$ cat src/rtl/gbs_pkg.sv
package gbs_pkg;

    localparam logic [8:0] THRESHOLD_RESET = 9'd115;

    typedef struct packed {
        logic               first_in_set;
        logic signed [15:0] box_left;
        logic signed [15:0] box_top;
        logic [14:0]        box_width;
        logic [14:0]        box_height;
    } t_box_in;

    typedef struct packed {
        logic       keep;
        logic [5:0] kept_slot;
        logic       store_full;
    } t_box_result;

    typedef struct packed {
        logic [29:0]        area;
        logic [14:0]        box_height;
        logic [14:0]        box_width;
        logic signed [15:0] box_top;
        logic signed [15:0] box_left;
    } t_kept_entry;

    typedef struct packed {
        logic busy;
        logic hit;
    } t_cmp_status;

endpackage

$ cat src/rtl/gbs_iou_pipe.sv
module gbs_iou_pipe (
    input  logic                 i_clk,
    input  logic                 i_rst_n,
    input  logic                 i_valid,
    input  gbs_pkg::t_kept_entry i_entry,
    input  gbs_pkg::t_box_in     i_box,
    input  logic [29:0]          i_area,
    input  logic [8:0]           i_thr,
    output gbs_pkg::t_cmp_status o_status
);
    import gbs_pkg::*;

    // Stage A: span ends of the overlap rectangle.
    logic signed [17:0] w_ax0, w_ax1, w_bx0, w_bx1;
    logic signed [17:0] w_ay0, w_ay1, w_by0, w_by1;
    logic signed [17:0] r_lo_x, r_hi_x, r_lo_y, r_hi_y;
    logic [29:0]        r_a_karea;
    logic               r_a_valid;

    // Stage B: overlap lengths.
    logic signed [17:0] w_dx, w_dy;
    logic [14:0]        r_ox, r_oy;
    logic [29:0]        r_b_karea;
    logic               r_b_valid;

    // Stage C: intersection area.
    logic [29:0]        r_c_inter;
    logic [29:0]        r_c_karea;
    logic               r_c_valid;

    // Stage D: union area.
    logic [30:0]        r_d_union;
    logic [29:0]        r_d_inter;
    logic               r_d_valid;

    // Stage E: threshold product.
    logic [39:0]        r_e_prod;
    logic [29:0]        r_e_inter;
    logic               r_e_valid;

    // Stage F: decision.
    logic               r_f_hit;
    logic               r_f_valid;

    assign w_ax0 = {{2{i_box.box_left[15]}}, i_box.box_left};
    assign w_ax1 = w_ax0 + $signed({3'b000, i_box.box_width});
    assign w_bx0 = {{2{i_entry.box_left[15]}}, i_entry.box_left};
    assign w_bx1 = w_bx0 + $signed({3'b000, i_entry.box_width});
    assign w_ay0 = {{2{i_box.box_top[15]}}, i_box.box_top};
    assign w_ay1 = w_ay0 + $signed({3'b000, i_box.box_height});
    assign w_by0 = {{2{i_entry.box_top[15]}}, i_entry.box_top};
    assign w_by1 = w_by0 + $signed({3'b000, i_entry.box_height});

    assign w_dx = r_hi_x - r_lo_x;
    assign w_dy = r_hi_y - r_lo_y;

    always_ff @(posedge i_clk) begin
        r_lo_x    <= (w_ax0 > w_bx0) ? w_ax0 : w_bx0;
        r_hi_x    <= (w_ax1 < w_bx1) ? w_ax1 : w_bx1;
        r_lo_y    <= (w_ay0 > w_by0) ? w_ay0 : w_by0;
        r_hi_y    <= (w_ay1 < w_by1) ? w_ay1 : w_by1;
        r_a_karea <= i_entry.area;

        // A positive difference never exceeds the narrower span, so 15 bits hold it.
        r_ox      <= (w_dx > 18'sd0) ? w_dx[14:0] : 15'd0;
        r_oy      <= (w_dy > 18'sd0) ? w_dy[14:0] : 15'd0;
        r_b_karea <= r_a_karea;

        r_c_inter <= 30'(r_ox) * 30'(r_oy);
        r_c_karea <= r_b_karea;

        r_d_union <= 31'(i_area) + 31'(r_c_karea) - 31'(r_c_inter);
        r_d_inter <= r_c_inter;

        r_e_prod  <= 40'(i_thr) * 40'(r_d_union);
        r_e_inter <= r_d_inter;

        r_f_hit   <= {2'b00, r_e_inter, 8'h00} > r_e_prod;
    end

    always_ff @(posedge i_clk) begin
        if (!i_rst_n) begin
            r_a_valid <= 1'b0;
            r_b_valid <= 1'b0;
            r_c_valid <= 1'b0;
            r_d_valid <= 1'b0;
            r_e_valid <= 1'b0;
            r_f_valid <= 1'b0;
        end else begin
            r_a_valid <= i_valid;
            r_b_valid <= r_a_valid;
            r_c_valid <= r_b_valid;
            r_d_valid <= r_c_valid;
            r_e_valid <= r_d_valid;
            r_f_valid <= r_e_valid;
        end
    end

    assign o_status.hit  = r_f_valid & r_f_hit;
    assign o_status.busy = r_a_valid | r_b_valid | r_c_valid | r_d_valid
                         | r_e_valid | r_f_valid;

endmodule

$ cat config.mk
export PLATFORM = sky130hd
export DESIGN_NAME = gbs_iou_pipe
export DESIGN_NICKNAME = d
export VERILOG_FILES = /design/src/rtl/gbs_pkg.sv /design/src/rtl/gbs_iou_pipe.sv
export SDC_FILE = /design/constraint.sdc
export NUM_CORES = 2
export LEC_CHECK = 0
export BUFFER_PORTS_ARGS = -buffer_cell sky130_fd_sc_hd__buf_2
export CORE_MARGIN = 4
export CORE_UTILIZATION = 40
export DETAILED_ROUTE_END_ITERATION = 10
export SYNTH_ARGS = -nofsm -noshare
export SYNTH_HDL_FRONTEND = slang
export SYNTH_SLANG_ARGS = --single-unit
$ cat constraint.sdc
create_clock -name i_clk -period 8.4 [get_ports i_clk]
set_input_delay 0.42 -clock i_clk [delete_from_list [all_inputs] [get_ports i_clk]]
set_output_delay 0.42 -clock i_clk [all_outputs]
set_load 0.01 [all_outputs]
==> results.md <==
- Instance count of the mapped netlist: 3596
- Final setup viols: 0
- Synth Cell Area: 0.0330 mm^2
- Clk slew on worst S/H paths: 60 ps
- Synth unique cells: 73
- RSZ-0062 raised after global routing: false
- Max Cap Viol: 0
- Max transition margin: 25.7%
- Area added between synthesis and finish: 11.2%
- TritonCTS clock tree: yes
- Final hold vios: 0
- Startpoint types: register
- Place WS: 1930 ps
- Mux cell area share after synthesis: 2.21%
- Pin count of the biggest net entering global routing: 32
- Most frequent cells in the layout: 737 x inv_1, 407 x fa_1, 373 x ha_1
- Synth Area in XOR/XNOR: ~3.8%
- Number of flops mapped to enable cells by yosys: 0
- CTS Root Buffer Type: clkbuf_16
- Hold Slack: 57.4 ps
- WS Path Type: reg -> reg
- Residual DRC: 0
- Vias in the first global route: 23956
- YS warnings: 0
- Routed len/inst: 14.5 um
- Most common cell after layout, fill and taps aside: inv_1
- Cell Rows: around 110
- Longest Clk Path Bufs: 3
- Clock Sink Count: roughly 350
- Outcome: completed
- Final WS setup: about 2000 ps
- Syn Nets: between 4000 and 5000
- Final TNS setup: 0 ps
- Simple-Gate Fraction of Synth Area: around 14%
- Share of post-route cells with drive strength above 1: approximately 9%
- CP endpoint kind: register
- Seq/Total Area, Yosys: 21.4%
- Post-Synth Adder-Cell Area: about two fifths
- Most used DFF post-synth: dfxtp_1
- Worst EP arrival: just under 7000 ps
- H-tree levels: 2
- Max Freq: approximately 150 MHz
- Asr flop ratio synth: 0%
- Number of diodes: 0
- DP Wirelength: approximately 58000 um
- GR Overflow Total: 0
- First-pass GRT wire length: ~120000 um
- Cells resized by post-CTS repair: 0
- Fin crit period: roughly 6500 ps
- Initial antenna violation count: 1
- Post-Syn Area per Cell: approximately 9.2 um^2
- Global placement routability congestion: around 0.85
- Worst-Margin Slew: around 1100 ps
- Starting Density: between 40% and 50%
- Synth Area in Compound Gates: between 10% and 20%
- Core box area: just over 0.08 mm^2
- Vias: 23178
- Fin. max-slew vios: 0
- Yosys reg bits: between 300 and 400
- Period utilisation layout: 76.9%
- CP Max Fanout: 15
- Post-CTS Setup Bufs: 0
- Mean number of vias per cell: 4.75
- Main combinational cell family by area after synthesis: adder cells
- Area of the die: a little under 0.09 mm^2
- Final wirelength: approximately 71000 um
- Top-Level Pins: a little under 200
- Iter 0 DRT Violations: between 900 and 1000
- Worst hold path class: in -> reg
- Pre-antenna DRT Iters: 6
- Post-route ant nets: 0
- Worst EP required: 8880 ps
- All-Layer GR Usage: approximately 17%
- Layout net count: about 4800
- Worst skew pair latency: 570 ps
- Cts bufs inserted: 40
- Final Skew: ~18 ps
- Chip height: between 200 and 300 um
- Port-buffer cells: ~200
- Die Width: slightly below 300 um
sequential cells by signal (all words and copies together), names as in the netlist, 15 cells and up:
signal and flops:
r_hi_y 17, r_lo_x 16, r_oy 15, r_lo_y 16
r_d_union 31, r_ox 15, r_e_prod 40, r_c_karea 30
r_a_karea 30, r_d_inter 30, r_e_inter 30, r_b_karea 30
r_hi_x 17, r_c_inter 30
worst paths after layout:
check                     endpoint                   from  slack, ps  depth (start not counted)
max          r_c_inter[26]$_DFF_P_     r_ox[7]$_SDFF_PP0_       1940                         21
min           r_a_valid$_SDFF_PN0_                i_valid         60                          2
max reg2reg  r_c_inter[26]$_DFF_P_     r_ox[7]$_SDFF_PP0_       1940                         21
min reg2reg  r_e_inter[22]$_DFF_P_  r_d_inter[22]$_DFF_P_        310                          0
cells by family after synthesis:
family                     after synthesis
AOI/OAI and AO/OA                      512
xor gates and xnor gates               144
adders and majority gates              780
buffers and inverters                  820
DFF                                    354
muxes                                   67
and+or+nand+nor                        919
final cells by class:
class / count / area, um^2
multi-input cells: 2422 / 22900
well taps: 1070 / 1340
clock inverters: 17 / 265
clock buffers: 53 / 1130
inverters: 737 / 2770
flip-flops and latches: 354 / 7090
fillers: 8051 / 45200
repair buffers: 229 / 1300
per-layer routing:
| metal | track usage, % | routed length, um |
|---|---|---|
| met3 | 2.48 | 2940 |
| met1 | 22.5 | 33500 |
| met5 | 0 | 13 |
| met4 | 3.71 | 1360 |
| met2 | 28.6 | 33200 |
worst max-delay path, stage by stage, from the launching register on:
cell	delay, ps
dfxtp_1	700
and2_1	250
fa_1	420
inv_1	80
fa_1	420
inv_1	100
fa_1	450
fa_1	500
fa_1	490
inv_1	50
fa_1	470
inv_1	40
ha_1	350
a21o_1	230
a2111oi_2	370
o211ai_1	260
a21oi_2	220
o31ai_1	120
o41a_1	380
a21o_1	210
a21oi_2	140
xnor2_1	120
synth_stat cells (11+ instances only):
cell / number / area share (%)
or3_1: 13 / 0.25
ha_1: 373 / 14
dfxtp_1: 354 / 21
and2_1: 305 / 5.8
a31oi_1: 22 / 0.42
nand3_1: 29 / 0.44
a211oi_1: 11 / 0.25
nand2_1: 282 / 3.2
xnor2_1: 102 / 2.7
inv_1: 737 / 8.4
xor2_1: 42 / 1.1
o21bai_1: 24 / 0.55
mux2i_1: 19 / 0.58
o21ai_0: 81 / 1.2
nor3_1: 37 / 0.56
a21o_1: 93 / 2.1
nor2_1: 125 / 1.4
nand4_1: 24 / 0.45
o21a_1: 29 / 0.66
nand2b_1: 24 / 0.45
nor2b_1: 32 / 0.61
a21oi_1: 154 / 2.3
mux2_2: 48 / 1.6
clkbuf_1: 73 / 0.83
fa_1: 407 / 25
and3_1: 12 / 0.23
through the flow:
step / instance area (um^2) / instances / util, %
floorplan: 33000 / 3596 / -
global placement: 35100 / 4782 / 42.8
detailed placement: 35100 / 4782 / 42.8
CTS: 36700 / 4882 / 44.8
global route: 36700 / 4882 / 44.8
finish: 36700 / 4882 / 44.8
repair_timing:
item                                    4_1_cts  5_1_grt
hold endpoints to repair                     30        0
endpoints found under the setup margin        0        0
hold buffers                                 30        0
Power is left out: the tool's default activity adds up to more than one toggle a clock period on the data nets, which glitch-free logic cannot reach.
